$ cat src/hw/rtl/rotor_cipher_engine_defines.svh
// assertion macros for the rotor cipher engine
// expects clk and rst in the scope of the module that uses them
`ifndef ROTOR_CIPHER_ENGINE_DEFINES_SVH
`define ROTOR_CIPHER_ENGINE_DEFINES_SVH

// same-cycle implication, off during reset
`define RCE_ASSERT_IMPL(label, ante, cons) \
  label: assert property (@(posedge clk) disable iff (rst) (ante) |-> (cons)) \
    else $error("rotor cipher engine check failed");

// next-cycle implication, off during reset
`define RCE_ASSERT_NEXT(label, ante, cons) \
  label: assert property (@(posedge clk) disable iff (rst) (ante) |=> (cons)) \
    else $error("rotor cipher engine check failed");

`endif

$ cat src/hw/rtl/rce_pkg.sv
// shared types, constants and helpers for the rotor cipher engine
// no dependencies
`default_nettype none

package rce_pkg;

  localparam int NUM_ROTORS_DEF = 3;
  localparam int LETTERS        = 26;

  localparam logic [7:0] CHAR_A     = 8'h41;
  localparam logic [7:0] CHAR_Z     = 8'h5A;
  localparam logic [7:0] CHAR_LA    = 8'h61;
  localparam logic [7:0] CHAR_LZ    = 8'h7A;
  localparam logic [7:0] CHAR_SPACE = 8'h20;

  typedef enum logic [1:0] {
    CMD_ENCIPHER  = 2'd0,
    CMD_WRITE     = 2'd1,
    CMD_SET_POS   = 2'd2,
    CMD_SET_NOTCH = 2'd3
  } cmd_e_t;

  typedef enum logic [1:0] {
    STS_OK       = 2'd0,
    STS_BAD_CHAR = 2'd1,
    STS_BAD_UNIT = 2'd2
  } status_e_t;

  typedef enum logic [2:0] {
    ST_IDLE,
    ST_EXEC,
    ST_LOOK,
    ST_WRINV,
    ST_FINAL
  } state_t;

  // controller to datapath
  typedef struct packed {
    logic load_in;
    logic exec;
    logic look;
    logic wr_inv;
    logic final_step;
    logic out_load;
  } ctl_cmd_t;

  // datapath to controller
  typedef struct packed {
    logic needs_lookup;
    logic needs_inv;
    logic out_free;
  } ctl_sts_t;

  // (c - sub + add) mod 26 for operands in 0..25
  function automatic logic [4:0] shift26(input logic [4:0] c, input logic [4:0] sub,
                                         input logic [4:0] add);
    logic [6:0] t;
    t = 7'(c) + 7'(LETTERS) - 7'(sub) + 7'(add);
    if (t >= 7'(2 * LETTERS)) begin
      t = t - 7'(2 * LETTERS);
    end else if (t >= 7'(LETTERS)) begin
      t = t - 7'(LETTERS);
    end
    return t[4:0];
  endfunction

endpackage

`default_nettype wire

$ cat src/hw/rtl/rotor_cipher_engine.sv
// encipher a letter: the item is latched, then the lookup chain runs at one wiring
// memory read per cycle and the plugboard result is registered; the next item is
// taken once the engine is idle again; space, bad character, position, notch,
// reflector and plugboard writes take the short path, a rotor wiring write also
// writes the inverse entry (forward and inverse entries share one port)
// reset: control idle, plugboard identity, positions and notches zero, wiring not cleared
`default_nettype none

`include "rotor_cipher_engine_defines.svh"

module rotor_cipher_engine #(
  parameter int NUM_ROTORS = rce_pkg::NUM_ROTORS_DEF
) (
  input  wire logic        clk,
  input  wire logic        rst,
  input  wire logic        s_tvalid,
  output logic             s_tready,
  input  wire logic [23:0] s_tdata,   // char_in, unit_sel, entry_index, entry_value
  input  wire logic [1:0]  s_tuser,   // cmd
  output logic             m_tvalid,
  input  wire logic        m_tready,
  output logic [7:0]       m_tdata,   // char_out
  output logic [1:0]       m_tuser    // status
);
  import rce_pkg::*;

  localparam int KW = $clog2(2 * NUM_ROTORS + 1);

  ctl_cmd_t      ctl_cmd;
  ctl_sts_t      ctl_sts;
  logic [KW-1:0] step_k;

  rce_ctrl #(
    .NUM_ROTORS(NUM_ROTORS),
    .KW        (KW)
  ) u_ctrl (
    .clk     (clk),
    .rst     (rst),
    .s_tvalid(s_tvalid),
    .s_tready(s_tready),
    .sts     (ctl_sts),
    .cmd     (ctl_cmd),
    .step_k  (step_k)
  );

  rce_datapath #(
    .NUM_ROTORS(NUM_ROTORS),
    .KW        (KW)
  ) u_datapath (
    .clk     (clk),
    .rst     (rst),
    .in_cmd  (s_tuser),
    .in_data (s_tdata[20:0]),
    .cmd     (ctl_cmd),
    .step_k  (step_k),
    .sts     (ctl_sts),
    .m_tvalid(m_tvalid),
    .m_tready(m_tready),
    .m_tdata (m_tdata),
    .m_tuser (m_tuser)
  );

  `RCE_ASSERT_NEXT(a_busy_after_accept, s_tvalid && s_tready, !s_tready)
  `RCE_ASSERT_IMPL(a_no_result_overwrite, ctl_cmd.out_load, !m_tvalid || m_tready)
  `RCE_ASSERT_IMPL(a_final_only_letters, ctl_cmd.final_step, ctl_sts.needs_lookup)
  `RCE_ASSERT_IMPL(a_inverse_only_rotor, ctl_cmd.wr_inv, ctl_sts.needs_inv)

endmodule

`default_nettype wire

$ cat src/hw/rtl/rce_ctrl.sv
// sequencing state machine for the rotor cipher engine
// depends on rce_pkg
`default_nettype none

module rce_ctrl #(
  parameter int NUM_ROTORS = rce_pkg::NUM_ROTORS_DEF,
  parameter int KW = $clog2(2 * NUM_ROTORS + 1)
) (
  input  wire logic             clk,
  input  wire logic             rst,
  input  wire logic             s_tvalid,
  output logic                  s_tready,
  input  wire rce_pkg::ctl_sts_t sts,
  output rce_pkg::ctl_cmd_t     cmd,
  output logic [KW-1:0]         step_k
);
  import rce_pkg::*;

  localparam logic [KW-1:0] LAST_STEP = KW'(2 * NUM_ROTORS);

  state_t state, state_next;

  always_ff @(posedge clk) begin
    if (rst) begin
      state  <= ST_IDLE;
      step_k <= '0;
    end else begin
      state <= state_next;
      if (state == ST_EXEC && sts.needs_lookup) begin
        step_k <= KW'(1);
      end else if (state == ST_LOOK) begin
        step_k <= (step_k == LAST_STEP) ? '0 : step_k + KW'(1);
      end else begin
        step_k <= '0;
      end
    end
  end

  always_comb begin
    state_next = state;
    case (state)
      ST_IDLE: begin
        if (s_tvalid) state_next = ST_EXEC;
      end
      ST_EXEC: begin
        if (sts.needs_lookup) begin
          state_next = ST_LOOK;
        end else if (sts.needs_inv) begin
          state_next = ST_WRINV;
        end else if (sts.out_free) begin
          state_next = ST_IDLE;
        end
      end
      ST_LOOK: begin
        if (step_k == LAST_STEP) state_next = ST_FINAL;
      end
      ST_WRINV, ST_FINAL: begin
        if (sts.out_free) state_next = ST_IDLE;
      end
      default: state_next = ST_IDLE;
    endcase
  end

  always_comb begin
    cmd      = '0;
    s_tready = 1'b0;
    case (state)
      ST_IDLE: begin
        s_tready    = 1'b1;
        cmd.load_in = s_tvalid;
      end
      ST_EXEC: begin
        // rotor wiring writes and lookups start at once, all other items wait for the output
        if (sts.needs_lookup || sts.needs_inv) begin
          cmd.exec = 1'b1;
        end else if (sts.out_free) begin
          cmd.exec     = 1'b1;
          cmd.out_load = 1'b1;
        end
      end
      ST_LOOK: begin
        cmd.look = 1'b1;
      end
      ST_WRINV: begin
        if (sts.out_free) begin
          cmd.wr_inv   = 1'b1;
          cmd.out_load = 1'b1;
        end
      end
      ST_FINAL: begin
        if (sts.out_free) begin
          cmd.final_step = 1'b1;
          cmd.out_load   = 1'b1;
        end
      end
      default: cmd = '0;
    endcase
  end

endmodule

`default_nettype wire

$ cat src/hw/rtl/rce_datapath.sv
// rotor cipher datapath: wiring memory, plugboard, rotor registers, result register
// depends on rce_pkg, driven by rce_ctrl
`default_nettype none

module rce_datapath #(
  parameter int NUM_ROTORS = rce_pkg::NUM_ROTORS_DEF,
  parameter int KW = $clog2(2 * NUM_ROTORS + 1)
) (
  input  wire logic              clk,
  input  wire logic              rst,
  input  wire logic [1:0]        in_cmd,
  input  wire logic [20:0]       in_data,
  input  wire rce_pkg::ctl_cmd_t cmd,
  input  wire logic [KW-1:0]     step_k,
  output rce_pkg::ctl_sts_t      sts,
  output logic                   m_tvalid,
  input  wire logic              m_tready,
  output logic [7:0]             m_tdata,
  output logic [1:0]             m_tuser
);
  import rce_pkg::*;

  // rows: forward rotors, reflector, inverse rotors in reverse order
  localparam int DEPTH = (2 * NUM_ROTORS + 1) * LETTERS;
  localparam int AW    = $clog2(DEPTH);
  localparam int RW    = (NUM_ROTORS > 1) ? $clog2(NUM_ROTORS) : 1;
  localparam logic [3:0] NR = 4'(NUM_ROTORS);

  // latched item
  cmd_e_t     cmd_q;
  logic [7:0] ch_q;
  logic [2:0] unit_q;
  logic [4:0] idx_q;
  logic [4:0] val_q;

  logic [4:0] mem [DEPTH];
  logic [4:0] rdata;
  logic [4:0] prev;
  logic [4:0] plug [LETTERS];
  logic [4:0] pos [NUM_ROTORS];
  logic [4:0] notch [NUM_ROTORS];
  status_e_t  status;

  logic          is_space, is_upper, is_lower;
  logic [4:0]    letter_idx;
  logic [3:0]    unit_ext;
  logic          unit_rotor, unit_refl, unit_plug, wr_ok, set_ok;
  logic [RW-1:0] unit_rot;
  logic [RW-1:0] rot_idx;
  logic [4:0]    add_k, sub_k, lk_in, rd_letter, fin_c, plug_addr, plug_rd;
  logic          rd_en, wr_en;
  logic [AW-1:0] rd_addr, wr_addr;
  logic [4:0]    wr_data;
  logic [4:0]    pos_stepped [NUM_ROTORS];
  logic [NUM_ROTORS:0] carry;
  logic [7:0]    res_char;
  status_e_t     res_status;

  always_ff @(posedge clk) begin
    if (cmd.load_in) begin
      cmd_q  <= cmd_e_t'(in_cmd);
      ch_q   <= in_data[7:0];
      unit_q <= in_data[10:8];
      idx_q  <= in_data[15:11];
      val_q  <= in_data[20:16];
    end
  end

  // decode of the latched item
  always_comb begin
    is_space   = (ch_q == CHAR_SPACE);
    is_upper   = (ch_q >= CHAR_A) && (ch_q <= CHAR_Z);
    is_lower   = (ch_q >= CHAR_LA) && (ch_q <= CHAR_LZ);
    letter_idx = is_lower ? 5'(ch_q - CHAR_LA) : 5'(ch_q - CHAR_A);
    unit_ext   = {1'b0, unit_q};
    unit_rotor = (unit_ext < NR);
    unit_refl  = (unit_ext == NR);
    unit_plug  = (unit_ext == NR + 4'd1);
    unit_rot   = unit_q[RW-1:0];
    wr_ok      = (cmd_q == CMD_WRITE) && (unit_ext <= NR + 4'd1)
                 && (idx_q < 5'(LETTERS)) && (val_q < 5'(LETTERS));
    set_ok     = unit_rotor && (val_q < 5'(LETTERS));
    sts.needs_lookup = (cmd_q == CMD_ENCIPHER) && (is_upper || is_lower);
    sts.needs_inv    = wr_ok && unit_rotor;
    sts.out_free     = !m_tvalid || m_tready;
  end

  // lookup address: one table read per cycle, fed by the previous read
  always_comb begin
    if (step_k < KW'(NUM_ROTORS)) begin
      rot_idx = RW'(step_k);
    end else if (step_k > KW'(NUM_ROTORS)) begin
      rot_idx = RW'(KW'(2 * NUM_ROTORS) - step_k);
    end else begin
      rot_idx = '0;
    end
    add_k     = (step_k == KW'(NUM_ROTORS)) ? 5'd0 : pos[rot_idx];
    sub_k     = cmd.look ? prev : 5'd0;
    fin_c     = shift26(rdata, prev, 5'd0);
    plug_addr = cmd.final_step ? fin_c : letter_idx;
    plug_rd   = plug[plug_addr];
    lk_in     = cmd.look ? rdata : plug_rd;
    rd_letter = shift26(lk_in, sub_k, add_k);
    rd_addr   = AW'(step_k) * AW'(LETTERS) + AW'(rd_letter);
    rd_en     = (cmd.exec && sts.needs_lookup) || cmd.look;
  end

  // table writes: forward or reflector entry on execute, a rotor's inverse entry in the inverse-write state after it
  always_comb begin
    wr_en = (cmd.exec && wr_ok && (unit_rotor || unit_refl)) || cmd.wr_inv;
    if (cmd.wr_inv) begin
      wr_addr = (AW'(2 * NUM_ROTORS) - AW'(unit_q)) * AW'(LETTERS) + AW'(val_q);
      wr_data = idx_q;
    end else begin
      wr_addr = AW'(unit_q) * AW'(LETTERS) + AW'(idx_q);
      wr_data = val_q;
    end
  end

  always_ff @(posedge clk) begin
    if (wr_en) mem[wr_addr] <= wr_data;
    if (rd_en) rdata <= mem[rd_addr];
  end

  always_ff @(posedge clk) begin
    if (rd_en) prev <= add_k;
  end

  // odometer stepping, carry on old position equal to notch
  always_comb begin
    carry[0] = 1'b1;
    for (int i = 0; i < NUM_ROTORS; i++) begin
      carry[i+1] = carry[i] && (pos[i] == notch[i]);
      if (!carry[i]) begin
        pos_stepped[i] = pos[i];
      end else if (pos[i] == 5'(LETTERS - 1)) begin
        pos_stepped[i] = 5'd0;
      end else begin
        pos_stepped[i] = pos[i] + 5'd1;
      end
    end
  end

  always_ff @(posedge clk) begin
    if (rst) begin
      for (int i = 0; i < LETTERS; i++) plug[i] <= 5'(i);
      for (int i = 0; i < NUM_ROTORS; i++) begin
        pos[i]   <= 5'd0;
        notch[i] <= 5'd0;
      end
    end else begin
      if (cmd.exec && wr_ok && unit_plug) plug[idx_q] <= val_q;
      if (cmd.exec && set_ok && cmd_q == CMD_SET_POS) pos[unit_rot] <= val_q;
      if (cmd.exec && set_ok && cmd_q == CMD_SET_NOTCH) notch[unit_rot] <= val_q;
      if (cmd.final_step) begin
        for (int i = 0; i < NUM_ROTORS; i++) pos[i] <= pos_stepped[i];
      end
    end
  end

  always_comb begin
    res_char   = 8'd0;
    res_status = STS_OK;
    if (cmd.final_step) begin
      res_char = CHAR_A + 8'(plug_rd);
    end else begin
      case (cmd_q)
        CMD_ENCIPHER: begin
          if (is_space) begin
            res_char = CHAR_SPACE;
          end else begin
            res_status = STS_BAD_CHAR;
          end
        end
        CMD_WRITE: begin
          if (unit_ext > NR + 4'd1) res_status = STS_BAD_UNIT;
        end
        CMD_SET_POS, CMD_SET_NOTCH: begin
          if (!unit_rotor) res_status = STS_BAD_UNIT;
        end
        default: res_status = STS_OK;
      endcase
    end
  end

  always_ff @(posedge clk) begin
    if (rst) begin
      m_tvalid <= 1'b0;
    end else if (cmd.out_load) begin
      m_tvalid <= 1'b1;
    end else if (m_tready) begin
      m_tvalid <= 1'b0;
    end
  end

  always_ff @(posedge clk) begin
    if (cmd.out_load) begin
      m_tdata <= res_char;
      status  <= res_status;
    end
  end

  assign m_tuser = status;

endmodule

`default_nettype wire
$ cat config.mk
export PLATFORM = sky130hd
export DESIGN_NAME = rotor_cipher_engine
export DESIGN_NICKNAME = d
export VERILOG_FILES = /design/src/hw/rtl/rce_pkg.sv /design/src/hw/rtl/rotor_cipher_engine.sv /design/src/hw/rtl/rce_ctrl.sv /design/src/hw/rtl/rce_datapath.sv
export VERILOG_INCLUDE_DIRS = /design/src /design/src/hw/rtl
export SDC_FILE = /design/constraint.sdc
export NUM_CORES = 1
export LEC_CHECK = 0
export BUFFER_PORTS_ARGS = -buffer_cell sky130_fd_sc_hd__buf_2
export CAP_MARGIN = 0
export CELL_PAD_IN_SITES_DETAIL_PLACEMENT = 1
export CELL_PAD_IN_SITES_GLOBAL_PLACEMENT = 2
export CORE_ASPECT_RATIO = 1.4
export CORE_UTILIZATION = 49
export DETAILED_ROUTE_END_ITERATION = 12
export PLACE_DENSITY_LB_ADDON = 0.1
export REMOVE_ABC_BUFFERS = 1
export SLEW_MARGIN = 20
export SYNTH_ARGS = -nofsm -noshare
export SYNTH_HDL_FRONTEND = slang
export SYNTH_SLANG_ARGS = --single-unit
$ cat constraint.sdc
create_clock -name clk -period 14.7 [get_ports clk]
set_clock_uncertainty 0.15 [all_clocks]
set_input_delay 1.47 -clock clk [delete_from_list [all_inputs] [get_ports clk]]
set_output_delay 1.47 -clock clk [all_outputs]
set_load 0.05 [all_outputs]
# --- After elaboration in Yosys (flattened, before gate mapping) ---
# Memories as Yosys holds them, arrays and structs flattened. A register that Yosys moved wholly into a read port is not among the register bits.
# Cells that the tools add are included.
totals:
  regBits: 45
  latch_bits: 0
  ram_bits: 1070
  rom_bits: 0
  inputBits: 30
  out_inout_bits: 12
  wordCells: 187
  n_memories: 4
memory_table:
  columns: ["memory", "depth", "width", "rd", "rd_ports_with_merged_regs", "wr", "line_no", "rtl"]
  rows:
  - ["u_datapath.mem", 182, 5, 1, 1, 1, "rce_datapath.sv:36", "logic [4:0] mem [DEPTH];"]
  - ["u_datapath.plug", 26, 5, 1, 0, 26, "rce_datapath.sv:39", "logic [4:0] plug [LETTERS];"]
  - ["u_datapath.notch", 3, 5, 2, 0, 3, "rce_datapath.sv:41", "logic [4:0] notch [NUM_ROTORS];"]
  - ["u_datapath.pos", 3, 5, 4, 0, 3, "rce_datapath.sv:40", "logic [4:0] pos [NUM_ROTORS];"]
op_classes:
  n_addsub: 21
  n_mul: 3
  n_div: 0
  n_lt_le_gt_ge: 15
  eq_ne: 19
  n_shift: 0
  mux: 75
  bitwise_logic: 4
  n_reduce_logical: 34
ops:
  columns: ["op", "n"]
  rows:
  - ["$mux 5", 22]
  - ["$mux 1", 34]
  - ["$add 8x5->8", 3]
  - ["$mux 8", 3]
  - ["$sub 5x5->5 const B", 4]
  - ["$logic_and 1x1->1", 17]
  - ["$ge 8x7->1 const B", 2]
  - ["$le 8x7->1 const B", 2]
  - ["$add 5x1->5 const B", 3]
  - ["$eq 5x5->1 const B", 3]
  - ["$mux 3", 5]
  - ["$reduce_or 5->1", 3]
  - ["$ge 7x5->1 const B", 2]
  - ["$ge 7x6->1 const B", 2]
  - ["$mul 3x4->7 const B", 2]
  - ["$mux 2", 7]
  - ["$add 5x5->6 const B", 2]
  - ["$eq 3x2->1 const B", 4]
  - ["$pmux 3 s4", 1]
  - ["$eq 5x5->1", 2]
  - ["$lt 5x5->1 const B", 2]
  - ["$sub 5x1->5 const B", 2]
  - ["$eq 3x3->1 const B", 3]
  - ["$add 7x5->8 const A", 1]
  - ["29 further kinds", 40]

# --- Depth between registers and ports, before layout ---
logic_depth:
  depth_word: 15
  mapped_depth: 47
  mapped_depth_nobuf: 45

# --- Cells and area by module ---
# From an unflattened synthesis, not the netlist that was laid out.
unflattened:
  cells_unflattened: 2957
  hier_area_um2: 49916.6
modules_own_cells:
  columns: ["mod", "instances", "cells_per_inst", "area_per_inst_um2", "seq_area_each_um2"]
  rows:
  - ["rce_datapath", 1, 2901, 49502.5, 34312.9]
  - ["rce_ctrl", 1, 56, 414.1, 120.1]

# --- Least setup slack after synthesis ---
# OpenSTA, ideal clock, no wires.
synth_timing:
  path_kind: "input-to-reg"
  start: "input m_tready"
  end: "memory u_datapath.mem[0][0], data pin"
  setup_ns: 1.616
  arrival_ns: 9.148
  required_ns: 12.934
  slack_ns: 3.786
  cell_stages: 4
  path_buffers: 1
  path_cell_list: "nor2b_1 -> or3_1 -> clkbuf_1 -> o21ai_0"
synth_between:
  elab_chain_len: 4
synth_rtl:
  columns: ["item", "line_no", "rtl"]
  rows:
  - ["from (decl)", "rotor_cipher_engine.sv:21", "input wire logic m_tready,"]
  - ["$logic_or 1x1->1", "rce_datapath.sv:85", "sts.out_free = !m_tvalid || m_tready;"]
  - ["$mux 1", "rce_ctrl.sv:85", "if (sts.out_free) begin"]
  - ["$mux 1", "rce_ctrl.sv:67", "case (state)"]
  - ["$mux 5", "rce_datapath.sv:111", "if (cmd.wr_inv) begin"]
  - ["net u_datapath.wr_data[0]", "rce_datapath.sv:53", "logic [4:0] wr_data;"]
  - ["to (decl)", "rce_datapath.sv:36", null]
# The timed path passes the listed nets, and every way through them passes these cells.

# --- Worst setup path after layout ---
layout_timing:
  start: "register u_datapath.rdata[1] (read register of u_datapath.mem)"
  end: "register u_datapath.rdata[0] (read register of u_datapath.mem), data pin"
layout_between:
  elab_chain_len: 15
  elab_cells_between_ends: 21
  classes_between: "10 x add/sub; 4 x order compare; 6 x mux; 1 x memory"
layout_rtl:
  columns: ["item", "line_no", "rtl"]
  rows:
  - ["from (decl)", "rce_datapath.sv:37", "logic [4:0] rdata;"]
  - ["$add 5x5->6", "rce_pkg.sv:58", "t = 7'(c) + 7'(LETTERS) - 7'(sub) + 7'(add);"]
  - ["$sub 6x5->7", "rce_pkg.sv:58", null]
  - ["$ge 7x5->1 or $sub 5x5->5 (tied branches)", "rce_pkg.sv:61, rce_pkg.sv:62", null]
  - ["$mux 5", "rce_pkg.sv:61", "end else if (t >= 7'(LETTERS)) begin"]
  - ["$mux 5", "rce_pkg.sv:59", "if (t >= 7'(2 * LETTERS)) begin"]
  - ["$mux 5", "rce_datapath.sv:100", "plug_addr = cmd.final_step ? fin_c : letter_idx;"]
  - ["$mem_v2 26x5", null, null]
  - ["$mux 5 (*)", "rce_datapath.sv:102", "lk_in = cmd.look ? rdata : plug_rd;"]
  - ["$add 5x5->6 (*)", "rce_pkg.sv:58", null]
  - ["$sub 7x5->7 (*)", "rce_pkg.sv:58", null]
  - ["$add 7x5->7 (*)", "rce_pkg.sv:58", null]
  - ["$ge 7x5->1 or $sub 5x5->5 (tied branches)", "rce_pkg.sv:61, rce_pkg.sv:62", null]
  - ["$mux 5", "rce_pkg.sv:61", null]
  - ["$mux 5 (*)", "rce_pkg.sv:59", null]
  - ["$add 8x5->8 (*)", "rce_datapath.sv:104", "rd_addr = AW'(step_k) * AW'(LETTERS) + AW'(rd_letter);"]
# Every way passes the cells marked *; elsewhere a longest branch is shown, timed or not.
# A chain may end at the register's enable or synchronous reset.

==> results.tsv <==
metric	value	unit
status	finished, final reports clean	
clock transition at the registers of the reported paths	0.07	ns
worst skew pair latency	0.70	ns
iteration-0 DRC count of the detailed router	1992	
crit-path max FO	57	
slowest CP cell	fa_4	
Netlist Area Pre-Place	49800	um2
worst r2r src	u_datapath.rdata[1]$_DFFE_PP_	
GRT Overall Usage	24.9	%
Hold Crit Depth	1	
Req. time, crit path	14.96	ns
Worst Setup SP	u_datapath.rdata[1]$_DFFE_PP_	
Die Y	379	um
Sequential Area	34400	um2
CTS max path bufs	3	
post-detail-place hpwl	82400	um
Fmax achieved	76.7	MHz
hold wc startpoint	u_ctrl.step_k[0]$_SDFF_PP0_	
Synth cell types	83	
clk sinks	1149	
Synth top area share	68.8	%
area growth from synthesis to layout	10.8	%
hold_ws	0.458	ns
syn avg cell area	17.6	um2
Initial Util	49.3	%
synthesis warning total	0	
final wirelength	126000	um
Hold Path Class	flip-flop to flip-flop	
Worst setup EP type	flip-flop	
CP dominant cell by count	ha_1	
die area	103000	um2
Root Buffer	clkbuf_16	
Core Rows	138	
Post-CTS Setup Inserts	0	
dpl ws	1.67	ns
Least-Margin Pin Slew	1.16	ns
register area share after synthesis	69.1	%
FF+latch count, synth	1149	
first-pass GRT wire length	186000	um
RSZ-0062 raised after global routing	no	
Setup-failing EPs final	0	
DRC viols	0	
# IOs	42	
largest net degree at the start of global routing	116	
routability congestion estimate	0.843	
Gate Count Post-Synth	2823	
area leader, netlist	edfxtp_1	
Inserted Diodes	0	
Slew HR	22.3	%
Setup WS post-layout	1.65	ns
CORE AREA	101000	um2
DR vias/cell	5.99	
ys async rst share	0	%
period utilization	88.7	%
total grt overflow	0	
Worst Setup Start Kind	flip-flop	
vias in the first global route	28100	
share of cells above drive strength 1	20.7	%
dpl cells	4127	
Slew Viols, Final	0	
post_cts resized	0	
Nets	3027	
Synth area leaders	edfxtp_1 (69%), mux4_2 (14%), mux2i_1 (2.5%), nor2_1 (2.1%), ha_1 (1.9%)	
Die X	271	um
H-Tree Level Count	3	
crit path DAT	13.30	ns
drt wl/cell	29.2	um
Fill cells	9051	
number of synthesized flops with an enable pin	1142	
fin cells	4320	
Final Hold Fails	0	
Vias	25900	
Crit Path Class	flip-flop to flip-flop	
initial antenna violation count	0	
min Tclk post-route	13.05	ns
max-cap check violation count	0	
drt pass-1 iters	5	
Multi-input gate area	14800	um2
IO buf count	37	
CTS buffer count	107	
Hold-fix buffers, CTS	0	
worst reg2reg path depth	41	
antenna-violating nets left	0	
Max stage delay on crit path	1.47	ns
CTS tree	yes	
Most used DFF post-synth	edfxtp_1	
critical path, delay by kind of cell (launching register included):
family,cells,cell delay [ns]
multiplexers,8,2.43
AO/OA/AOI/OAI,12,3.83
AND/OR/NAND/NOR,4,0.43
adder cells (fa/ha/maj),9,4.01
XOR/XNOR,2,0.41
flip-flops,1,0.40
buffers and inverters,6,1.00
kinds of logic after synthesis:
family	count (synthesis)	synth area share [%]
flip-flops	1149	69.1
AND/OR/NAND/NOR	650	6.01
multiplexers	446	16.8
buffers and inverters	224	1.75
AO/OA/AOI/OAI	209	2.85
adder cells (fa/ha/maj)	91	2.50
XOR/XNOR	53	0.974
other	1	0.00753
routing by layer:
metal,GRT usage [%],wire length [um]
met5,0,0
met4,9.95,4720
met3,2.85,5310
met2,45.7,68400
met1,29.9,47800
sequential cells by signal, indices dropped and copies added (netlist names), 3 cells and up:
name and flops:
u_datapath.mem 910, u_datapath.val_q 5, u_datapath.m_tdata 7, u_datapath.idx_q 5, u_datapath.prev 5, u_ctrl.step_k 3, u_datapath.pos 20, u_datapath.notch 10
u_datapath.plug 160, u_datapath.ch_q 8, u_ctrl.state 3, u_datapath.unit_q 3, u_datapath.rdata 5
path summary, 6_finish.rpt:
check | endpoint | slack, ns
hold reg to reg | u_ctrl.step_k[0]$_SDFF_PP0_ | 0.46
setup / recovery | u_datapath.rdata[0]$_DFFE_PP_ | 1.65
setup reg to reg | u_datapath.rdata[0]$_DFFE_PP_ | 1.65
hold / removal | u_ctrl.step_k[0]$_SDFF_PP0_ | 0.46
synthesized netlist by cell type (30+ instances only):
cell type	n
and2_1	30
clkbuf_1	116
ha_1	77
nor2_1	285
mux2i_1	125
nand2_1	126
mux4_2	311
inv_1	60
nand3_1	69
o21ai_0	47
buf_1	31
nand2b_1	30
edfxtp_1	1142
a21oi_1	51
layout by cell type (no fill, tap or decap), types with 29 or more instances in the layout:
cell          n
mux4_2      311
buf_2        37
buf_4        62
nand2b_1     30
ha_1         75
conb_1       31
and3_1       29
and2_1       30
o21ai_0      42
edfxtp_1   1142
a21oi_1      51
nor2_1      283
mux2i_1     124
inv_1        60
clkbuf_16   108
nand2_1     126
nand3_1      69
area by class of cell:
class / instances / share of cell area, %
Timing Repair Buffer: 105 / 1.35
Tap cell: 1330 / 3.01
Clock inverter: 63 / 0.954
Multi-Input combinational cell: 1480 / 26.8
Sequential cell: 1149 / 62.4
Inverter: 63 / 0.428
Clock buffer: 130 / 5.04
per-stage QoR:
| stage | setup TNS, ns | util, % | area (um2) |
|---|---|---|---|
| finish | 0 | 54.7 | 55200 |
| global route | 0 | 54.7 | 55200 |
| CTS | 0 | 54.6 | 55200 |
| detailed placement | 0 | 51.4 | 51900 |
| global placement | 0 | 51.4 | 51900 |
| floorplan | -47.52 | - | 49300 |
Power is left out: the tool's default activity adds up to more than one toggle a clock period on the data nets, which glitch-free logic cannot reach.
